### config.mk
export PLATFORM = sky130hd
export DESIGN_NAME = query_param_extract_decode
export DESIGN_NICKNAME = d
export VERILOG_FILES = /design/src/rtl/qped_pkg.sv /design/src/rtl/query_param_extract_decode.sv
export SDC_FILE = /design/constraint.sdc
export NUM_CORES = 1
export LEC_CHECK = 0
export BUFFER_PORTS_ARGS = -buffer_cell sky130_fd_sc_hd__buf_2
export CAP_MARGIN = 10
export CORE_UTILIZATION = 45
export CTS_BUF_LIST = sky130_fd_sc_hd__clkbuf_4 sky130_fd_sc_hd__clkbuf_8 sky130_fd_sc_hd__clkbuf_16
export CTS_CLUSTER_SIZE = 25
export DETAILED_ROUTE_END_ITERATION = 10
export HOLD_SLACK_MARGIN = 0.08
export PLACE_DENSITY = 0.6
export SLEW_MARGIN = 20
export SYNTH_ARGS = -nofsm -noshare
export SYNTH_HDL_FRONTEND = slang
export SYNTH_SLANG_ARGS = --single-unit
### constraint.sdc
create_clock -name clk -period 14.8 [get_ports clk]
set_clock_uncertainty 0.15 [all_clocks]
set_input_delay 2.22 -clock clk [delete_from_list [all_inputs] [get_ports clk]]
set_output_delay 2.22 -clock clk [all_outputs]
set_load 0.01 [all_outputs]
### src/rtl/qped_pkg.sv
// ----------------------------------------------------------------------------
// qped_pkg
// Shared types and constants for the query parameter extract and decode block.
// ----------------------------------------------------------------------------
package qped_pkg;

  typedef struct packed {
    logic [7:0] query_byte;
    logic       end_of_query;
  } qped_in_t;

  typedef struct packed {
    logic [7:0] value_byte;
    logic       byte_valid;
    logic       found;
    logic       last_of_run;
  } qped_out_t;

  localparam logic [1:0] CFG_KEY_LO    = 2'd0;
  localparam logic [1:0] CFG_KEY_HI    = 2'd1;
  localparam logic [1:0] CFG_KEY_LEN   = 2'd2;
  localparam logic [1:0] CFG_VALUE_LIM = 2'd3;

  localparam logic [7:0] CH_PERCENT = 8'h25;
  localparam logic [7:0] CH_PLUS    = 8'h2B;
  localparam logic [7:0] CH_AMP     = 8'h26;
  localparam logic [7:0] CH_EQUAL   = 8'h3D;
  localparam logic [7:0] CH_SPACE   = 8'h20;

  localparam logic [9:0] VALUE_LIMIT_RESET = 10'd255;

  // Returns {is_hex, nibble}.
  function automatic logic [4:0] hex_digit(input logic [7:0] c);
    logic [4:0] r;
    r = 5'd0;
    if (c >= 8'h30 && c <= 8'h39) begin
      r = {1'b1, 4'(c - 8'h30)};
    end else if (c >= 8'h61 && c <= 8'h66) begin
      r = {1'b1, 4'(c - 8'h57)};
    end else if (c >= 8'h41 && c <= 8'h46) begin
      r = {1'b1, 4'(c - 8'h37)};
    end
    return r;
  endfunction

endpackage

### src/rtl/query_param_extract_decode.sv
// ----------------------------------------------------------------------------
// query_param_extract_decode
// Finds a configured key in a URL query stream and emits its decoded value.
// ----------------------------------------------------------------------------
// Query bytes enter one item per clock, unless stalled, into an input register;
// parsing and percent decoding turn each into zero to four result items, loaded
// together into a four-entry result register and shifted out one per clock
// while out_stall is low. An item with at most one result loads as the last
// waiting result leaves; one with k results holds the result register until
// all k are shifted out, so the single result port sets the rate. Items that
// give no result pass even while results are waiting. Keys of up to 16 bytes
// are compared in place; value bytes past RAW_BUFFER_BYTES - 1 are ignored.
module query_param_extract_decode #(
  parameter int KEY_BYTES        = 16,
  parameter int RAW_BUFFER_BYTES = 1024
) (
  input  logic                 clk,
  input  logic                 rst_n,
  input  logic                 in_valid,
  output logic                 in_stall,
  input  qped_pkg::qped_in_t   in_data,
  output logic                 out_valid,
  input  logic                 out_stall,
  output qped_pkg::qped_out_t  out_data,
  input  logic                 cfg_valid,
  output logic                 cfg_ready,
  input  logic [1:0]           cfg_index,
  input  logic [63:0]          cfg_data
);

  localparam int RawW = $clog2(RAW_BUFFER_BYTES);
  localparam logic [RawW-1:0] RawLast = RawW'(RAW_BUFFER_BYTES - 1);
  localparam int KeyCap = (KEY_BYTES > 31) ? 31 : KEY_BYTES;
  localparam logic [4:0] KeyCapW = 5'(KeyCap);

  localparam logic [1:0] PH_KEY   = 2'd0;
  localparam logic [1:0] PH_VALUE = 2'd1;
  localparam logic [1:0] PH_SKIP  = 2'd2;
  localparam logic [1:0] PH_DONE  = 2'd3;

  logic [63:0] key_lo_r, key_hi_r;
  logic [4:0]  key_len_r;
  logic [9:0]  value_lim_r;

  logic                in_vld_r;
  qped_pkg::qped_in_t  in_data_r;

  logic [1:0]      phase_r, phase_nxt;
  logic [4:0]      pos_r, pos_nxt;
  logic            mis_r, mis_nxt;
  logic [1:0]      held_r, held_nxt;
  logic [7:0]      first_r, first_nxt;
  logic [RawW-1:0] raw_r, raw_nxt;
  logic [9:0]      emit_r, emit_nxt;

  qped_pkg::qped_out_t [3:0] bun_r, bun_nxt;
  logic [2:0]                bun_cnt_r, bun_cnt_nxt;

  qped_pkg::qped_out_t [3:0] items;
  logic [2:0]                n_items;
  logic                      take, load_ok, proc_fire;

  assign cfg_ready = 1'b1;

  always_ff @(posedge clk) begin
    if (!rst_n) begin
      key_lo_r    <= '0;
      key_hi_r    <= '0;
      key_len_r   <= '0;
      value_lim_r <= qped_pkg::VALUE_LIMIT_RESET;
    end else if (cfg_valid && cfg_ready) begin
      case (cfg_index)
        qped_pkg::CFG_KEY_LO:    key_lo_r    <= cfg_data;
        qped_pkg::CFG_KEY_HI:    key_hi_r    <= cfg_data;
        qped_pkg::CFG_KEY_LEN:   key_len_r   <= cfg_data[4:0];
        qped_pkg::CFG_VALUE_LIM: value_lim_r <= cfg_data[9:0];
        default: ;
      endcase
    end
  end

  always_comb begin
    logic [7:0]       b;
    logic             eoq;
    logic [4:0]       klen;
    logic [127:0]     kvec;
    logic [7:0]       kb;
    logic [1:0]       ph;
    logic [4:0]       pos;
    logic             mis;
    logic [1:0]       held;
    logic [7:0]       first;
    logic [RawW-1:0]  raw;
    logic [9:0]       e;
    logic [3:0][7:0]  cand;
    logic [2:0]       nc;
    logic             stat, stat_found, fed;
    logic [4:0]       hx_b, hx_f;

    b     = in_data_r.query_byte;
    eoq   = in_data_r.end_of_query;
    klen  = (key_len_r > KeyCapW) ? KeyCapW : key_len_r;
    kvec  = {key_hi_r, key_lo_r};
    ph    = phase_r;
    pos   = pos_r;
    mis   = mis_r;
    held  = held_r;
    first = first_r;
    raw   = raw_r;
    cand  = '0;
    nc    = 3'd0;
    stat  = 1'b0;
    stat_found = 1'b0;
    fed   = 1'b0;
    hx_b  = qped_pkg::hex_digit(b);
    hx_f  = qped_pkg::hex_digit(first_r);
    kb    = pos_r[4] ? 8'h00 : kvec[{pos_r[3:0], 3'b000} +: 8];

    case (phase_r)
      PH_KEY: begin
        if (b == qped_pkg::CH_AMP) begin
          pos = 5'd0;
          mis = 1'b0;
        end else if (pos_r < klen) begin
          if (b != kb) mis = 1'b1;
          pos = pos_r + 5'd1;
        end else if (!mis_r && b == qped_pkg::CH_EQUAL) begin
          ph = PH_VALUE;
        end else begin
          ph = PH_SKIP;
        end
      end
      PH_SKIP: begin
        if (b == qped_pkg::CH_AMP) begin
          ph  = PH_KEY;
          pos = 5'd0;
          mis = 1'b0;
        end
      end
      PH_VALUE: begin
        if (b == qped_pkg::CH_AMP) begin
          if (held != 2'd0) begin
            cand[nc[1:0]] = qped_pkg::CH_PERCENT;
            nc = nc + 3'd1;
          end
          if (held == 2'd2) begin
            cand[nc[1:0]] = first;
            nc = nc + 3'd1;
          end
          held = 2'd0;
          stat = 1'b1;
          stat_found = 1'b1;
          ph = PH_DONE;
        end else if (raw_r < RawLast) begin
          raw = raw_r + RawW'(1);
          if (held_r == 2'd1 && hx_b[4]) begin
            first = b;
            held  = 2'd2;
            fed   = 1'b1;
          end else if (held_r == 2'd2 && hx_b[4]) begin
            cand[nc[1:0]] = {hx_f[4] ? hx_f[3:0] : 4'd0, hx_b[3:0]};
            nc   = nc + 3'd1;
            held = 2'd0;
            fed  = 1'b1;
          end else begin
            if (held != 2'd0) begin
              cand[nc[1:0]] = qped_pkg::CH_PERCENT;
              nc = nc + 3'd1;
            end
            if (held == 2'd2) begin
              cand[nc[1:0]] = first;
              nc = nc + 3'd1;
            end
            held = 2'd0;
          end
          if (!fed) begin
            if (b == qped_pkg::CH_PERCENT) begin
              held = 2'd1;
            end else begin
              cand[nc[1:0]] = (b == qped_pkg::CH_PLUS) ? qped_pkg::CH_SPACE : b;
              nc = nc + 3'd1;
            end
          end
          if (raw >= RawLast) begin
            if (held != 2'd0) begin
              cand[nc[1:0]] = qped_pkg::CH_PERCENT;
              nc = nc + 3'd1;
            end
            if (held == 2'd2) begin
              cand[nc[1:0]] = first;
              nc = nc + 3'd1;
            end
            held = 2'd0;
          end
        end
      end
      default: ;
    endcase

    if (eoq) begin
      if (ph == PH_VALUE) begin
        if (held != 2'd0) begin
          cand[nc[1:0]] = qped_pkg::CH_PERCENT;
          nc = nc + 3'd1;
        end
        if (held == 2'd2) begin
          cand[nc[1:0]] = first;
          nc = nc + 3'd1;
        end
        stat = 1'b1;
        stat_found = 1'b1;
      end else if (ph != PH_DONE) begin
        stat = 1'b1;
        stat_found = 1'b0;
      end
    end

    items   = '0;
    n_items = 3'd0;
    e       = emit_r;
    for (int k = 0; k < 3; k++) begin
      if (3'(k) < nc && e < value_lim_r) begin
        items[n_items[1:0]] = '{value_byte: cand[k], byte_valid: 1'b1,
                                found: 1'b0, last_of_run: 1'b0};
        n_items = n_items + 3'd1;
        e = e + 10'd1;
      end
    end
    if (stat) begin
      items[n_items[1:0]] = '{value_byte: 8'h00, byte_valid: 1'b0,
                              found: stat_found, last_of_run: 1'b1};
      n_items = n_items + 3'd1;
    end

    if (eoq) begin
      phase_nxt = PH_KEY;
      pos_nxt   = 5'd0;
      mis_nxt   = 1'b0;
      held_nxt  = 2'd0;
      first_nxt = 8'h00;
      raw_nxt   = '0;
      emit_nxt  = 10'd0;
    end else begin
      phase_nxt = ph;
      pos_nxt   = pos;
      mis_nxt   = mis;
      held_nxt  = held;
      first_nxt = first;
      raw_nxt   = raw;
      emit_nxt  = e;
    end
  end

  assign out_valid = (bun_cnt_r != 3'd0);
  assign out_data  = bun_r[0];
  assign take      = out_valid && !out_stall;
  assign load_ok   = (bun_cnt_r == 3'd0) || (bun_cnt_r == 3'd1 && take);
  assign proc_fire = in_vld_r && ((n_items == 3'd0) || load_ok);
  assign in_stall  = in_vld_r && !proc_fire;

  always_comb begin
    bun_nxt     = bun_r;
    bun_cnt_nxt = bun_cnt_r;
    if (proc_fire && n_items != 3'd0) begin
      bun_nxt     = items;
      bun_cnt_nxt = n_items;
    end else if (take) begin
      for (int k = 0; k < 3; k++) begin
        bun_nxt[k] = bun_r[k+1];
      end
      bun_nxt[3]  = '0;
      bun_cnt_nxt = bun_cnt_r - 3'd1;
    end
  end

  always_ff @(posedge clk) begin
    if (!rst_n) begin
      in_vld_r  <= 1'b0;
      bun_cnt_r <= 3'd0;
      phase_r   <= PH_KEY;
      pos_r     <= 5'd0;
      mis_r     <= 1'b0;
      held_r    <= 2'd0;
      first_r   <= 8'h00;
      raw_r     <= '0;
      emit_r    <= 10'd0;
    end else begin
      if (in_valid && !in_stall) begin
        in_vld_r <= 1'b1;
      end else if (proc_fire) begin
        in_vld_r <= 1'b0;
      end
      bun_cnt_r <= bun_cnt_nxt;
      if (proc_fire) begin
        phase_r <= phase_nxt;
        pos_r   <= pos_nxt;
        mis_r   <= mis_nxt;
        held_r  <= held_nxt;
        first_r <= first_nxt;
        raw_r   <= raw_nxt;
        emit_r  <= emit_nxt;
      end
    end
  end

  always_ff @(posedge clk) begin
    if (in_valid && !in_stall) begin
      in_data_r <= in_data;
    end
    bun_r <= bun_nxt;
  end

endmodule

==> key figures, run 1 <==
GRT
  • First-pass GRT wire length: 68600 µm
  • GR Overflow Total: 0
  • Initial antenna violation count: 1
  • Total GRT Usage: 0.254
  • Vias in the first global route: 12600
  • Pin count of the biggest net entering global routing: roughly 110

Timing
  • Setup-failing EPs final: 0
  • Fmax: 0.0709 GHz
  • Min Tclk post-route: between 10 and 15 ns
  • Hold WS: around 0.3 ns
  • Slew @ Worst Pin: approximately 1.0 ns
  • Setup TNS: 0 ns
  • Max_slew headroom: 0.311
  • Hold Violations, Final: 0
  • Max-slew violation count: 0
  • Crit share post-route: 0.953

Synth
  • Synthesized net count: around 1900
  • Syn Area/Cell: 8.30 µm²
  • Syn Inst Count: 1791
  • Ys async rst share: 0
  • EDFF count, synth: between 50 and 60
  • Mux contribution to synthesized area: 0.0747
  • Yosys top cell by area: dfxtp_1
  • Yosys cell types: 93
  • Ys Warns: 0
  • Largest cells by area after synthesis: dfxtp_1 (25%), edfxtp_1 (11%), nand2_1 (9.5%), a21oi_1 (7.3%), ha_1 (6.1%)
  • Synth Area in Compound Gates: 0.211
  • Predominant post-synthesis flop cell: dfxtp_1
  • Sequential area share after synthesis: 0.356
  • Synth top area share: 0.249
  • Post-synth top cells: nand2_1 (377), a21oi_1 (218), dfxtp_1 (185), nor2_1 (102), clkbuf_1 (98)
  • Synth Cell Area: about 15000 µm²
  • Main combinational cell family by area after synthesis: simple AND/OR/NAND/NOR gates
  • Most frequent cell after synthesis: nand2_1
  • Yosys reg bits: ~240
  • Simple-gate area share of the yosys netlist: 0.217
  • Post-Synth Adder-Cell Area: 0.0628
  • Post-synthesis xor/xnor area fraction: 0.0240

Critical path
  • Critical path class: flop to primary output
  • WP depth: 55
  • Crit path max fanout: 6
  • Required time of the critical path: approximately 12 ns
  • Flop2flop setup slack: around 2.2 ns
  • Setup crit start kind: flop
  • Crit. End Element: primary output
  • Worst Path Buf+Inv: 6
  • Critical path's most frequent cell: ha_1
  • Worst Path Arrival: 11.74 ns
  • Slowest cell on crit path: or4b_1
  • CP Capture Point: in_stall
  • Origin of the worst setup path: in_data_r[1]$_DFFE_PP_
  • Critical R2R Capture: out_data[7]$_DFFE_PP_
  • Reg2Reg Depth: 54
  • Critical R2R Launch: in_data_r[1]$_DFFE_PP_
  • Crit path max-delay family: simple AND/OR/NAND/NOR gates
  • Largest stage delay, worst path: between 0.5 and 0.6 ns

Placement
  • Final GP Congestion: around 0.96
  • Buffers on Ports: 92
  • Post-DP HPWL: 30700 µm
  • Post-Place Cell Area: ~16000 µm²

Floorplan
  • Row count: 66
  • I/O pin count: 94
  • Die width: 184 µm
  • Die Y: 184 µm
  • Core box area: between 30000 and 40000 µm²
  • Die area: between 30000 and 40000 µm²
  • Starting density of the core: 0.457

Final layout
  • Register area: around 5300 µm²
  • Fin nets: about 2000
  • Multi-input gate area: between 8000 and 9000 µm²
  • Share of post-route cells with drive strength above 1: 0.156
  • Area grow syn2layout: 11.6%
  • Final Util: 0.510
  • Design Area, Final: about 17000 µm²
  • Fill count: roughly 3200

Drt
  • Final wirelength: around 43000 µm
  • Routed len/inst: 18.7 µm
  • First drt pass iteration count: 5
  • Final antenna-violating net count: 0
  • Routed vias: 13200
  • Remaining DRCs: 0
  • Vias/cell: between 5 and 6
  • DR iter-0 viols: approximately 870

Power and ir drop
  • Power Total: 1.70 mW
  • Leak Pwr: a little over 6 nW
  • Worst VDD drop: 91.4 µV
  • Power per cell area: roughly 100 nW/µm²

Min path
  • Hold Path Stages: 2
  • Hold WC Path Type: flop to flop

Clocking
  • H-tree levels: 1
  • TritonCTS Buffers: 27
  • Worst-Skew Late Latency: roughly 0.56 ns
  • TritonCTS clock tree: built
  • Clk buf depth: 3
  • Post-CTS Hold Fix Bufs: 0
  • Root buffer cell: clkbuf_16
  • Clock Pin Slew Worst Setup and Hold Paths: around 0.06 ns
  • TritonCTS Sinks: roughly 240

Run status
  • Status: complete, no violations

Job
  • MaxCap Viol Count: 0
[metal layers]
| metal | wire [µm] | vias up | global-route usage |
|---|---|---|---|
| met5 | 0 | - | 0 |
| met4 | 1110 | 0 | 0.0693 |
| met3 | 1780 | 73 | 0.0287 |
| met2 | 20600 | 335 | 0.432 |
| met1 | 19200 | 6261 | 0.339 |
| li1 | - | 6521 | - |
[how the worst min path moves through the flow]
stage / from / endpoint / slack (ns)
6_report: key_hi_r[25]$_SDFFE_PN0P_ / key_hi_r[25]$_SDFFE_PN0P_ / 0.30
2_1_floorplan: key_hi_r[16]$_SDFFE_PN0P_ / key_hi_r[16]$_SDFFE_PN0P_ / 0.28
5_1_grt: key_lo_r[29]$_SDFFE_PN0P_ / key_lo_r[29]$_SDFFE_PN0P_ / 0.32
3_3_place_gp: key_lo_r[45]$_SDFFE_PN0P_ / key_lo_r[45]$_SDFFE_PN0P_ / 0.29
4_1_cts: key_lo_r[26]$_SDFFE_PN0P_ / key_lo_r[26]$_SDFFE_PN0P_ / 0.30
3_5_place_dp: key_lo_r[26]$_SDFFE_PN0P_ / key_lo_r[26]$_SDFFE_PN0P_ / 0.30
[cells in the final DEF (no fill, tap or decap), types with 20 or more instances in the layout]
cell type,synthesis,layout
dfxtp_1,185,184
inv_1,55,51
buf_2,10,92
nor2_1,102,99
clkbuf_16,0,28
nand3_1,38,38
nand2_1,377,377
or3_1,22,22
xnor2_1,28,27
o211ai_1,20,20
o21ai_0,50,50
nor3_1,24,24
mux4_2,40,40
a21oi_1,218,217
ha_1,73,73
edfxtp_1,53,53
buf_4,14,41
a31oi_1,35,35
[kinds of logic after synthesis]
group                    after synthesis
other                                  1
AND/OR/NAND/NOR                      694
buffers and inverters                194
XOR/XNOR                              39
flip-flops                           238
AO/OA/AOI/OAI                        491
multiplexers                          60
adder cells (fa/ha/maj)               74
[repair_timing]
item	CTS	global route
pin swaps	1	5
setup endpoints to repair	1	1
hold endpoints to repair	0	0
gates resized for setup	2	13
setup buffers	4	6
[sequential cells by signal, indices dropped and copies added (netlist names)]
register / count
first_r: 8
key_len_r: 5
phase_r: 2
mis_r: 1
bun_r: 33
held_r: 2
in_data_r: 9
out_data: 11
emit_r: 10
pos_r: 5
bun_cnt_r: 3
key_hi_r: 64
in_vld_r: 1
key_lo_r: 64
raw_r: 10
value_lim_r: 10
[stage by stage]
| stage | setup WS [ns] | std cells |
|---|---|---|
| 2_1_floorplan | 1.32 | 1791 |
| 3_3_place_gp | 0.609 | 2222 |
| 3_5_place_dp | 0.319 | 2222 |
| 4_1_cts | 0.122 | 2275 |
| 5_1_grt | -0.00981 | 2281 |
| 6_report | 0.688 | 2283 |
[power by group]
group	internal, mW	switching (mW)
clock network	0.389	0.274
logic	0.0936	0.162
registers	0.759	0.0263
total	1.24	0.462
[layout make-up]
cell class,count,area share
Antenna cell,2,0.000302
Clock buffer,37,0.0471
Clock inverter,12,0.00626
Inverter,58,0.0134
Multi-Input combinational cell,1359,0.532
Sequential cell,238,0.319
Tap cell,442,0.0333
Timing Repair Buffer,135,0.0482
[tightest hold or removal path: stages, from the launching register on]
cell and delay [ns]:
dfxtp_1 0.31, nand2_1 0.05, a21oi_1 0.05
No activity file was read; power rests on OpenSTA's default activity.
==> inputs of run 2 (changes only) <==
--- a/config.mk
+++ b/config.mk
@@ -11,8 +11,10 @@
 export CTS_BUF_LIST = sky130_fd_sc_hd__clkbuf_4 sky130_fd_sc_hd__clkbuf_8 sky130_fd_sc_hd__clkbuf_16
 export CTS_CLUSTER_SIZE = 25
 export DETAILED_ROUTE_END_ITERATION = 10
+export GPL_TIMING_DRIVEN = 0
 export HOLD_SLACK_MARGIN = 0.08
 export PLACE_DENSITY = 0.6
+export SKIP_CTS_REPAIR_TIMING = 1
 export SLEW_MARGIN = 20
 export SYNTH_ARGS = -nofsm -noshare
 export SYNTH_HDL_FRONTEND = slang
==> run 2 against run 1 <==
Compared with the run above: register-to-register slack got worse by 0.69 ns; sequential power is essentially flat; die area is the same; power up 2.8%; combinational power up 17%; non-clock buffer count rose by 122; critical endpoint unchanged; clock-buffer cell count did not move; cell count is 5.3% higher; clock power grew 0.9%.
==> key figures, run 2 (same netlist as run 1, synthesis figures left out) <==
Run status
  • Status: complete, no violations (unchanged)

GRT
  • Busiest grt layer: met2 (unchanged)
  • Pin count of the biggest net entering global routing: 31 (was 109)
  • Initial antenna violation count: 0 (was 1)
  • GR Util met1: 0.361 (was 0.339)
  • GR Overflow Total: 0 (unchanged)
  • Grt met2 use: 0.476 (was 0.432)
  • Vias in the first global route: 13100 (was 12600)
  • Met3 usage: 0.0273 (was 0.0287)
  • First-pass GRT wire length: 74000 µm (was 68600 µm)
  • Total GRT Usage: 0.279 (was 0.254)

Final layout
  • Largest regs: key_hi_r: 64 flops, key_lo_r: 64 flops, bun_r: 33 flops (unchanged)
  • Number of antenna diodes: 0 (was 2)
  • Area grow syn2layout: 15.5% (was 11.6%)
  • Most frequent cells in the layout: nand2_1 (374), a21oi_1 (217), dfxtp_1 (185), buf_2 (101), nor2_1 (98) (was nand2_1 (377), a21oi_1 (217), dfxtp_1 (184), nor2_1 (99), buf_2 (92))
  • Fin nets: 2095 (was 1973)
  • Commonest non-fill, non-tap cell in the layout: nand2_1 (unchanged)
  • Share of post-route cells with drive strength above 1: 0.159 (was 0.156)
  • Fill count: 3233 (was 3151)

Clocking
  • TritonCTS clock tree: built (unchanged)
  • Clk buf depth: 3 (unchanged)
  • Root buffer cell: clkbuf_16 (unchanged)
  • TritonCTS Sinks: 238 (unchanged)
  • Clock Pin Slew Worst Setup and Hold Paths: 0.06 ns (about the same)
  • TritonCTS Buffers: 27 (unchanged)
  • Worst-Skew Late Latency: 0.55 ns (was 0.56 ns)
  • H-tree levels: 1 (unchanged)

Critical path
  • Crit path max-delay family: simple AND/OR/NAND/NOR gates (unchanged)
  • Setup crit start kind: flop (unchanged)
  • Largest stage delay, worst path: 0.57 ns (was 0.59 ns)
  • Required time of the critical path: 12.43 ns (about the same)
  • Crit path max fanout: 11 (was 6)
  • Critical path class: flop to primary output (unchanged)
  • Crit. End Element: primary output (unchanged)
  • Worst Path Buf+Inv: 10 (was 6)
  • Slowest cell on crit path: fa_2 (was or4b_1)
  • Critical path's most frequent cell: ha_1 (unchanged)
  • Critical R2R Launch: in_data_r[1]$_DFFE_PP_ (unchanged)
  • Origin of the worst setup path: in_data_r[1]$_DFFE_PP_ (unchanged)
  • Worst Path Arrival: 11.99 ns (was 11.74 ns)

Timing
  • Fmax: 0.0696 GHz (was 0.0709 GHz)
  • Slew @ Worst Pin: 1.06 ns (was 1.03 ns)
  • Min Tclk post-route: 14.36 ns (was 14.11 ns)
  • Crit share post-route: 0.971 (was 0.953)
  • Setup slack after layout: 0.435 ns (was 0.688 ns)
  • Max_slew headroom: 0.293 (was 0.311)
  • Setup-failing EPs final: 0 (unchanged)
  • Hold WS: 0.303 ns (was 0.301 ns)
  • Max-slew violation count: 0 (unchanged)
  • Hold Violations, Final: 0 (unchanged)

Drt
  • Routed vias: 13900 (was 13200)
  • Final wirelength: 47400 µm (was 42700 µm)
  • Remaining DRCs: 0 (unchanged)
  • First drt pass iteration count: 7 (was 5)
  • DR iter-0 viols: 938 (was 866)
  • Routed len/inst: 19.7 µm (was 18.7 µm)
  • Vias/cell: 5.78 (about the same)
  • Final antenna-violating net count: 0 (unchanged)

Power and ir drop
  • Leak Pwr: 6.41 nW (was 6.20 nW)
  • Power per cell area: 102 nW/µm² (was 103 nW/µm²)
  • Worst VDD drop: 87.5 µV (was 91.4 µV)

Placement
  • Buffers on Ports: 92 (unchanged)
  • Post-DP HPWL: 36300 µm (was 30700 µm)
  • Worst slack, placed: -1.46 ns (was 0.319 ns)
  • Final GP Congestion: 0.952 (was 0.956)

Floorplan
  • Die width: 184 µm (unchanged)
  • I/O pin count: 94 (unchanged)
  • Core box area: 32500 µm² (unchanged)
  • Starting density of the core: 0.457 (unchanged)
  • Die Y: 184 µm (unchanged)
  • Row count: 66 (unchanged)
  • Die area: 33800 µm² (unchanged)

Job
  • MaxCap Viol Count: 0 (unchanged)

Min path
  • Hold WC Path Type: flop to flop (unchanged)
  • HP Start: key_lo_r[15]$_SDFFE_PN0P_ (was key_hi_r[25]$_SDFFE_PN0P_)
==> run 2: cell count changes in the layout (fill, tap and decap cells not counted), sizes merged <==
cell,change
buf,+27
diode,-2
inv,-2
clkinvlp,+2
clkbuf,+95
==> run 2: per-stage QoR <==
stage / area, µm² / power [mW] / instances / util / setup TNS (ns)
floorplan: 14900 / 0.985 / 1791 / - / 0
global placement: 15900 / 1.08 / 2325 / 0.488 / -50.71
detailed placement: 15900 / 1.09 / 2326 / 0.489 / -16.21
CTS: 16800 / 1.76 / 2375 / 0.516 / -21.14
global route: 17200 / 1.83 / 2403 / 0.528 / -0.0788
finish: 17200 / 1.75 / 2403 / 0.528 / 0
==> run 2: path summary, 6_finish.rpt <==
check / endpoint / slack (ns) / cells past startpoint
setup reg to reg: held_r[0]$_SDFFE_PN0N_ / 1.54 / 61
setup / recovery: in_stall / 0.44 / 57
hold reg to reg: key_lo_r[15]$_SDFFE_PN0P_ / 0.30 / 2
hold / removal: key_lo_r[15]$_SDFFE_PN0P_ / 0.30 / 2
==> run 2: tightest hold or removal path, cell delays in order, from the launching register on <==
cell and delay, ns:
dfxtp_1 0.30, nand2_1 0.05, a21oi_1 0.05
==> run 2: routing by layer <==
layer	wire length, µm	vias up
li1	-	6762
met1	20800	6616
met2	22500	418
met3	2240	97
met4	1910	0
met5	0	-
==> run 2: cell type report <==
| class | count | area (µm²) | area share |
|---|---|---|---|
| Buffer | 134 | 606 | 0.0353 |
| Clock buffer | 37 | 793 | 0.0462 |
| Clock inverter | 12 | 92.6 | 0.00539 |
| Inverter | 58 | 225 | 0.0131 |
| Multi-Input combinational cell | 1359 | 8890 | 0.518 |
| Sequential cell | 238 | 5300 | 0.308 |
| Tap cell | 442 | 553 | 0.0322 |
| Timing Repair Buffer | 123 | 709 | 0.0413 |
==> run 2: power breakdown <==
| group | switching (mW) | internal, mW | leakage, nW | total, mW |
|---|---|---|---|---|
| Sequential | 0.0267 | 0.757 | 2.01 | 0.784 |
| Clock | 0.277 | 0.392 | 0.443 | 0.669 |
| Combinational | 0.183 | 0.115 | 3.96 | 0.299 |
